File: src/hw/rtl/plvp_pkg.sv
`timescale 1ns / 1ps

package plvp_pkg;

  localparam int VALUE_BITS_DEF = 32;
  localparam int COUNT_BITS_DEF = 16;

  localparam int BYTE_W   = 8;
  localparam int KIND_W   = 3;
  localparam int OUT_VAL_W = 32;
  localparam int OUT_CNT_W = 16;
  localparam int OUT_DATA_W = 56;

  localparam int GCNT_W = 4;
  localparam logic [GCNT_W-1:0] GROUP_CAP = 4'd10;

  localparam logic [7:0] STOP_RST     = 8'd128;
  localparam logic [7:0] CONTINUE_RST = 8'd131;
  localparam logic [7:0] META_RST     = 8'd129;
  localparam logic [7:0] POS_RST      = 8'd130;

  localparam int ADDR_W = 5;
  localparam logic [2:0] REG_STOP       = 3'd0;
  localparam logic [2:0] REG_CONTINUE   = 3'd1;
  localparam logic [2:0] REG_META       = 3'd2;
  localparam logic [2:0] REG_POSITION   = 3'd3;
  localparam logic [2:0] REG_POS_ENABLE = 3'd4;
  localparam logic [2:0] REG_HIGH_FIRST = 3'd5;

  typedef enum logic [4:0] {
    PH_INDEX  = 5'b00001,
    PH_OCC    = 5'b00010,
    PH_RANK   = 5'b00100,
    PH_MARKER = 5'b01000,
    PH_LIST   = 5'b10000
  } phase_t;

  typedef enum logic [1:0] {
    LK_SKIP = 2'd0,
    LK_META = 2'd1,
    LK_POS  = 2'd2
  } list_kind_t;

  typedef enum logic [KIND_W-1:0] {
    KIND_INDEX     = 3'd0,
    KIND_OCC       = 3'd1,
    KIND_RANK      = 3'd2,
    KIND_META_ID   = 3'd3,
    KIND_POS_DELTA = 3'd4,
    KIND_ENTRY_END = 3'd5,
    KIND_LIST_END  = 3'd6
  } kind_t;

endpackage

File: src/hw/rtl/posting_list_varint_parser.sv
`timescale 1ns / 1ps

// Channel   Direction  tdata (lowest bit up)                         tuser
// s_axis    in         byte_in[7:0]                                  -
// m_axis    out        value[31:0], file_count[47:32], overflow[48]  kind[2:0]
// apb       cfg        six registers at byte addresses 0, 4, ... 20  -
//
// One byte is taken every cycle unless a result stalls; byte and result are each registered.
// The input register and the result register bound a single stage of decode
// logic, so throughput is set only by the output side's tready.
// Synchronous reset clears the parser state and loads the default markers.
// A stalled result holds the pipeline; one more byte can wait in the input register.

module posting_list_varint_parser #(
  parameter int VALUE_BITS = plvp_pkg::VALUE_BITS_DEF,
  parameter int COUNT_BITS = plvp_pkg::COUNT_BITS_DEF
) (
  input  logic                            clk,
  input  logic                            rst,
  input  logic                            s_axis_tvalid,
  output logic                            s_axis_tready,
  input  logic [7:0]                      s_axis_tdata,  // byte_in[7:0]
  output logic                            m_axis_tvalid,
  input  logic                            m_axis_tready,
  output logic [plvp_pkg::OUT_DATA_W-1:0] m_axis_tdata,  // value, file_count, overflow
  output logic [plvp_pkg::KIND_W-1:0]     m_axis_tuser,  // kind
  input  logic                            psel,
  input  logic                            penable,
  input  logic                            pwrite,
  input  logic [plvp_pkg::ADDR_W-1:0]     paddr,
  input  logic [31:0]                     pwdata,
  output logic [31:0]                     prdata,
  output logic                            pready
);
  import plvp_pkg::*;

  logic [7:0] stop_byte;
  logic [7:0] continue_byte;
  logic [7:0] meta_list_byte;
  logic [7:0] position_list_byte;
  logic       position_enable;
  logic       high_group_first;

  logic       in_valid;
  logic [7:0] in_byte;
  logic       advance;
  logic       step;

  phase_t                  phase, phase_next;
  logic [VALUE_BITS-1:0]   acc, acc_next;
  logic [GCNT_W-1:0]       gcnt, gcnt_next;
  logic                    sat, sat_next;
  list_kind_t              list_kind, list_kind_next;
  logic [COUNT_BITS-1:0]   entries, entries_next;

  logic [VALUE_BITS-1:0]   grp_acc;
  logic [GCNT_W-1:0]       grp_gcnt;
  logic                    grp_sat;
  logic                    grp_done;

  logic                    emit;
  kind_t                   emit_kind;
  logic [VALUE_BITS-1:0]   emit_val;
  logic [COUNT_BITS-1:0]   emit_cnt;
  logic                    emit_ov;
  logic [VALUE_BITS+31:0]  val_ext;
  logic [COUNT_BITS+15:0]  cnt_ext;

  logic                    wr_en;

  assign pready  = 1'b1;
  assign wr_en   = psel & penable & pwrite & pready;

  always_ff @(posedge clk) begin
    if (rst) begin
      stop_byte          <= STOP_RST;
      continue_byte      <= CONTINUE_RST;
      meta_list_byte     <= META_RST;
      position_list_byte <= POS_RST;
      position_enable    <= 1'b1;
      high_group_first   <= 1'b1;
    end else if (wr_en) begin
      case (paddr[4:2])
        REG_STOP:       stop_byte          <= pwdata[7:0];
        REG_CONTINUE:   continue_byte      <= pwdata[7:0];
        REG_META:       meta_list_byte     <= pwdata[7:0];
        REG_POSITION:   position_list_byte <= pwdata[7:0];
        REG_POS_ENABLE: position_enable    <= pwdata[0];
        REG_HIGH_FIRST: high_group_first   <= pwdata[0];
        default: ;
      endcase
    end
  end

  always_comb begin
    case (paddr[4:2])
      REG_STOP:       prdata = {24'd0, stop_byte};
      REG_CONTINUE:   prdata = {24'd0, continue_byte};
      REG_META:       prdata = {24'd0, meta_list_byte};
      REG_POSITION:   prdata = {24'd0, position_list_byte};
      REG_POS_ENABLE: prdata = {31'd0, position_enable};
      REG_HIGH_FIRST: prdata = {31'd0, high_group_first};
      default:        prdata = 32'd0;
    endcase
  end

  assign advance       = ~m_axis_tvalid | m_axis_tready;
  assign s_axis_tready = ~in_valid | advance;
  assign step          = in_valid & advance;

  always_ff @(posedge clk) begin
    if (rst) begin
      in_valid <= 1'b0;
    end else if (s_axis_tready) begin
      in_valid <= s_axis_tvalid;
    end
  end

  always_ff @(posedge clk) begin
    if (s_axis_tready && s_axis_tvalid) begin
      in_byte <= s_axis_tdata;
    end
  end

  plvp_group #(
    .VALUE_BITS(VALUE_BITS)
  ) u_group (
    .acc        (acc),
    .gcnt       (gcnt),
    .sat        (sat),
    .byte_in    (in_byte),
    .high_first (high_group_first),
    .acc_next   (grp_acc),
    .gcnt_next  (grp_gcnt),
    .sat_next   (grp_sat),
    .done       (grp_done)
  );

  always_comb begin
    phase_next     = phase;
    acc_next       = acc;
    gcnt_next      = gcnt;
    sat_next       = sat;
    list_kind_next = list_kind;
    entries_next   = entries;
    emit           = 1'b0;
    emit_kind      = KIND_INDEX;
    emit_val       = '0;
    emit_ov        = 1'b0;
    emit_cnt       = entries;

    if (phase == PH_MARKER) begin
      if (in_byte == stop_byte) begin
        emit         = 1'b1;
        emit_kind    = KIND_LIST_END;
        entries_next = '0;
        phase_next   = PH_INDEX;
      end else if (in_byte == continue_byte) begin
        emit       = 1'b1;
        emit_kind  = KIND_ENTRY_END;
        phase_next = PH_INDEX;
      end else begin
        if (in_byte == meta_list_byte) begin
          list_kind_next = LK_META;
        end else if (position_enable && in_byte == position_list_byte) begin
          list_kind_next = LK_POS;
        end else begin
          list_kind_next = LK_SKIP;
        end
        acc_next   = '0;
        gcnt_next  = '0;
        sat_next   = 1'b0;
        phase_next = PH_LIST;
      end
    end else if (phase == PH_LIST && gcnt == '0 && in_byte == stop_byte) begin
      phase_next = PH_MARKER;
    end else begin
      if (phase == PH_INDEX && gcnt == '0 && entries != '1) begin
        entries_next = entries + {{(COUNT_BITS-1){1'b0}}, 1'b1};
      end
      emit_cnt  = entries_next;
      acc_next  = grp_acc;
      gcnt_next = grp_gcnt;
      sat_next  = grp_sat;
      if (grp_done) begin
        emit_val  = grp_acc;
        emit_ov   = grp_sat;
        acc_next  = '0;
        gcnt_next = '0;
        sat_next  = 1'b0;
        case (phase)
          PH_INDEX: begin
            emit       = 1'b1;
            emit_kind  = KIND_INDEX;
            phase_next = PH_OCC;
          end
          PH_OCC: begin
            emit       = 1'b1;
            emit_kind  = KIND_OCC;
            phase_next = PH_RANK;
          end
          PH_RANK: begin
            emit       = 1'b1;
            emit_kind  = KIND_RANK;
            phase_next = PH_MARKER;
          end
          PH_LIST: begin
            case (list_kind)
              LK_META: begin
                emit      = 1'b1;
                emit_kind = KIND_META_ID;
              end
              LK_POS: begin
                emit      = 1'b1;
                emit_kind = KIND_POS_DELTA;
              end
              default: ;
            endcase
          end
          default: phase_next = PH_INDEX;
        endcase
      end
    end
  end

  always_ff @(posedge clk) begin
    if (rst) begin
      phase     <= PH_INDEX;
      acc       <= '0;
      gcnt      <= '0;
      sat       <= 1'b0;
      list_kind <= LK_SKIP;
      entries   <= '0;
    end else if (step) begin
      phase     <= phase_next;
      acc       <= acc_next;
      gcnt      <= gcnt_next;
      sat       <= sat_next;
      list_kind <= list_kind_next;
      entries   <= entries_next;
    end
  end

  assign val_ext = {32'd0, emit_val};
  assign cnt_ext = {16'd0, emit_cnt};

  always_ff @(posedge clk) begin
    if (rst) begin
      m_axis_tvalid <= 1'b0;
    end else if (advance) begin
      m_axis_tvalid <= step & emit;
    end
  end

  always_ff @(posedge clk) begin
    if (step && emit) begin
      m_axis_tdata <= {7'd0, emit_ov, cnt_ext[15:0], val_ext[31:0]};
      m_axis_tuser <= emit_kind;
    end
  end

  a_list_end_clears : assert property (@(posedge clk) disable iff (rst)
    (step && emit && emit_kind == KIND_LIST_END) |=> (entries == '0 && phase == PH_INDEX))
    else $error("list end did not clear the entry count");

  a_marker_idle : assert property (@(posedge clk) disable iff (rst)
    (phase == PH_MARKER) |-> (gcnt == '0 && !sat && acc == '0))
    else $error("marker phase entered with a partial value");

  a_overflow_kind : assert property (@(posedge clk) disable iff (rst)
    (m_axis_tvalid && m_axis_tdata[48]) |->
      (m_axis_tuser != KIND_ENTRY_END && m_axis_tuser != KIND_LIST_END))
    else $error("overflow flagged on a marker result");

endmodule

File: src/hw/rtl/plvp_group.sv
`timescale 1ns / 1ps

module plvp_group #(
  parameter int VALUE_BITS = plvp_pkg::VALUE_BITS_DEF
) (
  input  logic [VALUE_BITS-1:0]       acc,
  input  logic [plvp_pkg::GCNT_W-1:0] gcnt,
  input  logic                        sat,
  input  logic [7:0]                  byte_in,
  input  logic                        high_first,
  output logic [VALUE_BITS-1:0]       acc_next,
  output logic [plvp_pkg::GCNT_W-1:0] gcnt_next,
  output logic                        sat_next,
  output logic                        done
);
  import plvp_pkg::*;

  logic [6:0]              grp;
  logic [6:0]              shamt;
  logic [VALUE_BITS+6:0]   grp_shifted;
  logic                    low_over;
  logic                    high_over;
  logic                    over;

  assign grp         = byte_in[6:0];
  assign shamt       = ({3'b000, gcnt} << 3) - {3'b000, gcnt};
  assign grp_shifted = {{VALUE_BITS{1'b0}}, grp} << shamt;
  assign high_over   = |acc[VALUE_BITS-1 -: 7];
  assign low_over    = (int'(shamt) >= VALUE_BITS) ? (grp != 7'd0)
                                                    : (|grp_shifted[VALUE_BITS+6:VALUE_BITS]);
  assign over        = high_first ? high_over : low_over;
  assign done        = ~byte_in[7];

  always_comb begin
    acc_next = acc;
    sat_next = sat;
    if (!sat) begin
      if (over) begin
        sat_next = 1'b1;
        acc_next = '1;
      end else if (high_first) begin
        acc_next = {acc[VALUE_BITS-8:0], grp};
      end else begin
        acc_next = acc | grp_shifted[VALUE_BITS-1:0];
      end
    end
    gcnt_next = (gcnt < GROUP_CAP) ? gcnt + 4'd1 : gcnt;
  end

endmodule

File: config.mk
export PLATFORM = sky130hd
export DESIGN_NAME = posting_list_varint_parser
export DESIGN_NICKNAME = d
export VERILOG_FILES = /design/src/hw/rtl/plvp_pkg.sv /design/src/hw/rtl/posting_list_varint_parser.sv /design/src/hw/rtl/plvp_group.sv
export SDC_FILE = /design/constraint.sdc
export NUM_CORES = 1
export LEC_CHECK = 0
export BUFFER_PORTS_ARGS = -buffer_cell sky130_fd_sc_hd__buf_4
export CORE_MARGIN = 3
export CORE_UTILIZATION = 55
export CTS_CLUSTER_DIAMETER = 150
export DETAILED_ROUTE_END_ITERATION = 16
export PLACE_DENSITY = 0.9
export SLEW_MARGIN = 10
export SYNTH_ARGS = -nofsm -noshare
export SYNTH_HDL_FRONTEND = slang
export SYNTH_SLANG_ARGS = --single-unit
File: constraint.sdc
create_clock -name clk -period 4.7 [get_ports clk]
set_clock_uncertainty 0.15 [all_clocks]
set_input_delay 0.235 -clock clk [delete_from_list [all_inputs] [get_ports clk]]
set_output_delay 0.235 -clock clk [all_outputs]
set_load 0.02 [all_outputs]
* Yosys cells after proc, flatten, opt, wreduce, memory -nomap -nowiden *
Index checks and enable logic that the tools add are counted.

storage, ports and cells
  memories kept = 0
  memory bits (read-only) = 0
  latch bits = 0
  bits in registers = 156
  bits in writable memories = 0
  word-level logic and storage cells = 136
  output and inout bits = 94

operators by class
  muxes and demuxes = 51
  eq/ne operators = 24
  magnitude comparators = 2
  reductions and logical operators = 26
  $mul = 0
  shift operators = 1
  add/sub/neg operators = 3
  divide/modulo/power cells = 0
  bitwise gates (word level) = 11

operators with widths
  operator               count
  $mux 32                8
  $mux 16                5
  $pmux 8 s6             1
  $shl 7x7->39           1
  $eq 8x8->1             4
  $or 32x32->32          1
  $mux 5                 5
  $mux 4                 6
  $pmux 5 s4             1
  $add 16x1->16 const B  1
  $ne 16x16->1 const B   1
  $mux 1                 15
  $mux 3                 5
  $reduce_and 2->1       7
  $reduce_or 7->1        2
  $pmux 3 s3             1
  $reduce_and 4->1       2
  $ge 7x6->1 const B     1
  $logic_and 1x1->1      7
  $reduce_bool 7->1      1
  $sub 7x4->7            1
  $eq 3x2->1 const B     2
  $eq 3x3->1 const B     2
  $ne 2x2->1 const B     3
  25 further kinds       35

* Logic depth before layout (Yosys ltp) *
  depth after elaboration = 10
  gate-level depth with buffers = 13
  gate-level depth less buffers = 9

* By module *
Synthesis repeated with hierarchy kept, for this count alone.

second synthesis, totals
  cell total of the unflattened synthesis = 990
  area, all modules = 9228.9 um2

modules (own cells, without submodules)
  module                      area an instance (um2)  times used  cells an instance
  posting_list_varint_parser  7425.9                  1           727
  plvp_group                  1803.0                  1           263

* Least setup slack after synthesis *
Ideal clock, no wire load.

  path type = register -> register
  start = register in_byte[3]
  end = register m_axis_tdata[0] (netlist name), enable pin
  buffers on the path = 1
  library setup time = 0.416 ns
  slack = 1.120 ns
  arrival = 3.014 ns
  period minus slack after synthesis = 3.580 ns
  cell stages (with the launch flop) = 8
  cells stage by stage = edfxtp_1 -> buf_1 -> xor2_1 -> nor4_2 -> nand2_1 -> and3_1 -> nor3_1 -> and3_1

on the way
  cells in the longest elaborated chain, start to end = 5
  elaborated cells on any way between the ends = 8
  classes of those cells = 2 x eq/ne; 4 x mux; 2 x reduce/logical

RTL lines
  item                                                line                                                                                                     RTL
  start, declared                                     posting_list_varint_parser.sv:45                                                                         logic [7:0] in_byte;
  start signal, assigned                              posting_list_varint_parser.sv:121                                                                        in_byte <= s_axis_tdata;
  $eq 8x8->1 (on tied branches)                       posting_list_varint_parser.sv:158, posting_list_varint_parser.sv:153, posting_list_varint_parser.sv:175
  $mux 1 / $logic_and 1x1->1 (equally long branches)  posting_list_varint_parser.sv:158, posting_list_varint_parser.sv:175
  $mux 1 (on tied branches)                           posting_list_varint_parser.sv:153, posting_list_varint_parser.sv:175
  $mux 1 (*)                                          posting_list_varint_parser.sv:152                                                                        if (phase == PH_MARKER) begin
  $logic_and 1x1->1 (*)                               posting_list_varint_parser.sv:256                                                                        if (step && emit) begin
  end signal, assigned                                posting_list_varint_parser.sv:257                                                                        m_axis_tdata <= {7'd0, emit_ov, cnt_ext[15:0], val_ext[31:0]};
  end, declared                                       posting_list_varint_parser.sv:25                                                                         output logic [plvp_pkg::OUT_DATA_W-1:0] m_axis_tdata,

Mark *: on every way between the ends. The rest lies on a longest branch, timed or not.
A chain may end at the register's enable or synchronous reset.

* Final worst setup path *
  start = register gcnt[1]
  end = register m_axis_tdata[19] (netlist name) (data pin)

on the way
  cells in the longest elaborated chain, start to end = 7
  elaborated cells on any way between the ends = 14
  classes of those cells = 1 x add/sub; 1 x order compare; 1 x shift; 5 x mux; 1 x bitwise; 5 x reduce/logical

RTL lines
  item                    line                               RTL
  start, declared         posting_list_varint_parser.sv:51   logic [GCNT_W-1:0] gcnt, gcnt_next;
  start signal, assigned  posting_list_varint_parser.sv:237  gcnt <= gcnt_next;
  $sub 7x4->7             plvp_group.sv:26                   assign shamt = ({3'b000, gcnt} << 3) - {3'b000, gcnt};
  $shl 7x7->39            plvp_group.sv:27                   assign grp_shifted = {{VALUE_BITS{1'b0}}, grp} << shamt;
  $reduce_or 7->1         plvp_group.sv:30                   : (|grp_shifted[VALUE_BITS+6:VALUE_BITS]);
  $mux 1                  plvp_group.sv:29                   assign low_over = (int'(shamt) >= VALUE_BITS) ? (grp != 7'd0)
  $mux 1                  plvp_group.sv:31                   assign over = high_first ? high_over : low_over;
  $mux 32                 plvp_group.sv:38                   if (over) begin
  $mux 32                 plvp_group.sv:37                   if (!sat) begin

Several ways; a longest one is shown, not always the timed one.

==> results.toml <==
[run_status]
status = "completed"

[drt]
dr.pass1.iters = 5
drt-initial-drc-count = 986
routedWlPerCell_um = 18.05
wirelength_um = 22960
postRouteAntennaNets = 0
drc = 0
vias = 7812
vias_per_cell = 6.142

[die]
ios = 146
die_y_um = 133.2
initial_core_util_pct = 57.30
core_region_area_um2 = 15540
rows = 45
die_w_um = 133.2
dieArea_um2 = 17750

[sta]
fin_crit_ns = 3.603
min_period_over_period_pct = 76.66
hold_viol = 0
fin_setup_tns_ns = 0
finalSetupViolations = 0
max_slew.worst_pin.slew_ns = 1.071
relSlewSlack_pct = 28.47
max_freq_ghz = 0.2775
rsz0062_at_grt = "no"
fin_ws_ns = 1.097
report.final.slew_viol_count = 0

[critical_path]
critPathKind = "reg -> reg"
crit_fanout = 14
slowest_delay_ns = 0.63
path_cells = "inv_1 -> ha_1 -> a21oi_1 -> o2111a_1 -> a211oi_1 -> a22oi_2 -> o21ai_2 -> o221a_1"
r2r.worst_path.cells = 8
timing.rr.start = "gcnt[1]"
slowest_stage = "a211oi_1"
crit_required_ns = 4.84
crit_start = "gcnt[1]"
timing.rr.end = "m_axis_tdata[19]"
startpoint_type = "register"
arrival_ns = 3.75
r2r_slack_ns = 1.10
end_kind = "register"

[synthesis]
netlist_area_um2 = 8905
ys_warn_count = 0
yosys_most_used_dff = "dfxtp_1"
seq_area_frac_synth_pct = 41.82
synth-edff-count = 60
synthCells = 976
async_reset_ff_share_pct = 0
ys_ff_latch = 156
netlist-cell-type-count = 84
syn_area_per_cell_um2 = 9.124

[worst_hold_path]
min_to = "m_axis_tvalid"
hold_depth = 3
min_from = "m_axis_tready"
min_path_type = "in -> reg"

[power_and_ir_drop]
power_frac_seq_pct = 42.3
power_switching_mw = 0.9660
p_int_mw = 2.562
power_frac_comb_pct = 16.0
p_per_area_nw_per_um2 = 341.6
clkPwrFrac_pct = 41.7
ir_worst_vdd_mv = 0.2407
report.power.total_mw = 3.528
p_leak_nw = 4.017
switching_share_pct = 27.38

[finish]
layout_common_cells = "119 x nor2_1, 103 x nand2_1, 100 x buf_4"
antennaDiodeCount = 0
area_growth_pct = 15.99
utilization_pct = 66.47
final_common_cell = "nor2_1"
drive_gt1_share_pct = 16.87
final_nets = 1106
final_cells = 1272

[job]
maxCapViolations = 0

[clocking]
clkTransAtPathRegs_ns = 0.06
clock_latency_ns = 0.44
cts_buffers = 17
cts_tree = "yes"
cts_setup_buffers = 0
htree_levels = 4
cts_root_buf = "clkbuf_16"
clock_sinks = 156
clk_path_buf_depth = 2

[global_route]
grt_pass1_wl_um = 36470
grt_pass1_vias = 7129
grt_overflow = 0
grt_max_degree = 45
grt_use_total_pct = 25.44
antenna_found_initial = 0

[placed_design]
port_buffers = 87
place_hpwl_um = 15530
place_ws_ns = 1.172
dpl.cell_count = 1222
gp_congestion = 1.009
-- routing by layer --
metal	GRT usage, %	vias to the layer above	share of wire [%]
met5	0	-	0
met4	8.571	0	2.1
met3	7.024	47	10
met2	40.97	429	47
met1	33.28	3691	41
li1	-	3645	-
-- state kept, by name, indices dropped and copies added (netlist names) --
| register | count |
|---|---|
| continue_byte | 8 |
| high_group_first | 1 |
| gcnt | 4 |
| meta_list_byte | 8 |
| acc | 32 |
| phase | 5 |
| sat | 1 |
| m_axis_tvalid | 1 |
| m_axis_tuser | 3 |
| in_byte | 8 |
| position_enable | 1 |
| stop_byte | 8 |
| position_list_byte | 8 |
| in_valid | 1 |
| list_kind | 2 |
| entries | 16 |
| m_axis_tdata | 49 |
-- kinds of logic after synthesis --
kind of cell	after synthesis	synth area share, %
mux	50	7.250
fa+ha+maj	6	0.8430
buf+inv	111	6.519
compound gates	242	19.38
xor+xnor	49	4.820
other cells	2	0.08434
simple gates	360	19.29
flops	156	41.82
-- cell usage after synthesis (15+ instances only) --
cell type  instances  area (um2)
edfxtp_1          60        1802
nor2_1           119       446.7
nor3_1            15       75.07
and3_1            16       100.1
o21ai_1           16       80.08
clkbuf_1          39       146.4
buf_2             17       85.08
o21ai_0           43       215.2
a21oi_1           48       240.2
dfxtp_1           96        1922
nand3_1           30       150.1
mux2i_1           33       330.3
nand2_1          103       386.6
xnor2_1           21       183.9
buf_4             34       255.2
xor2_1            28       245.2
-- critical path, delay by kind of cell, from the launching register on --
family	cells	cell delay, ns
AO/OA/AOI/OAI	6	2.18
flip-flops	1	0.53
buffers and inverters	1	0.08
adder cells (fa/ha/maj)	1	0.52
-- stage by stage --
stage | hold WS (ns) | cell area (um2)
finish | 0.02549 | 10330
global route | 0.04306 | 10330
CTS | 0.004971 | 10330
detailed placement | 0.2645 | 9517
global placement | 0.2641 | 9517
floorplan | 0.1839 | 9017
-- how the worst max path moves through the flow --
stage / endpoint / slack [ns]
5_1_grt: m_axis_tdata[20] / 0.87
6_report: m_axis_tdata[19] / 1.10
2_1_floorplan: m_axis_tdata[0] / 1.12
3_3_place_gp: m_axis_tdata[19] / 1.26
4_1_cts: m_axis_tdata[29] / 1.16
3_5_place_dp: m_axis_tdata[29] / 1.17
-- layout make-up --
type | instances | area (um2)
fill | 1220 | 5211
tap | 211 | 264.0
clock inverter | 14 | 192.7
timing repair buffer | 118 | 930.9
sequential | 156 | 3724
clock buffer | 18 | 439.2
multi-input combinational | 739 | 4718
inverter | 16 | 60.06
-- power by group through the flow --
stage | clock [mW] | combinational (mW) | sequential [mW]
final | 1.47 | 0.563 | 1.49
after global routing | 1.53 | 0.609 | 1.50
after CTS | 1.48 | 0.553 | 1.49
after detailed placement | 0 | 0.537 | 1.52
after global placement | 0 | 0.527 | 1.52
after floorplan | 0 | 0.412 | 1.52
-- timing repair --
| action | 4_1_cts | 5_1_grt |
|---|---|---|
| endpoints found under the setup margin | 0 | 0 |
| hold buffers | 18 | 0 |
| gates resized for setup | 0 | 0 |
| hold endpoints to repair | 43 | 0 |
No activity file was read; power rests on OpenSTA's default activity.
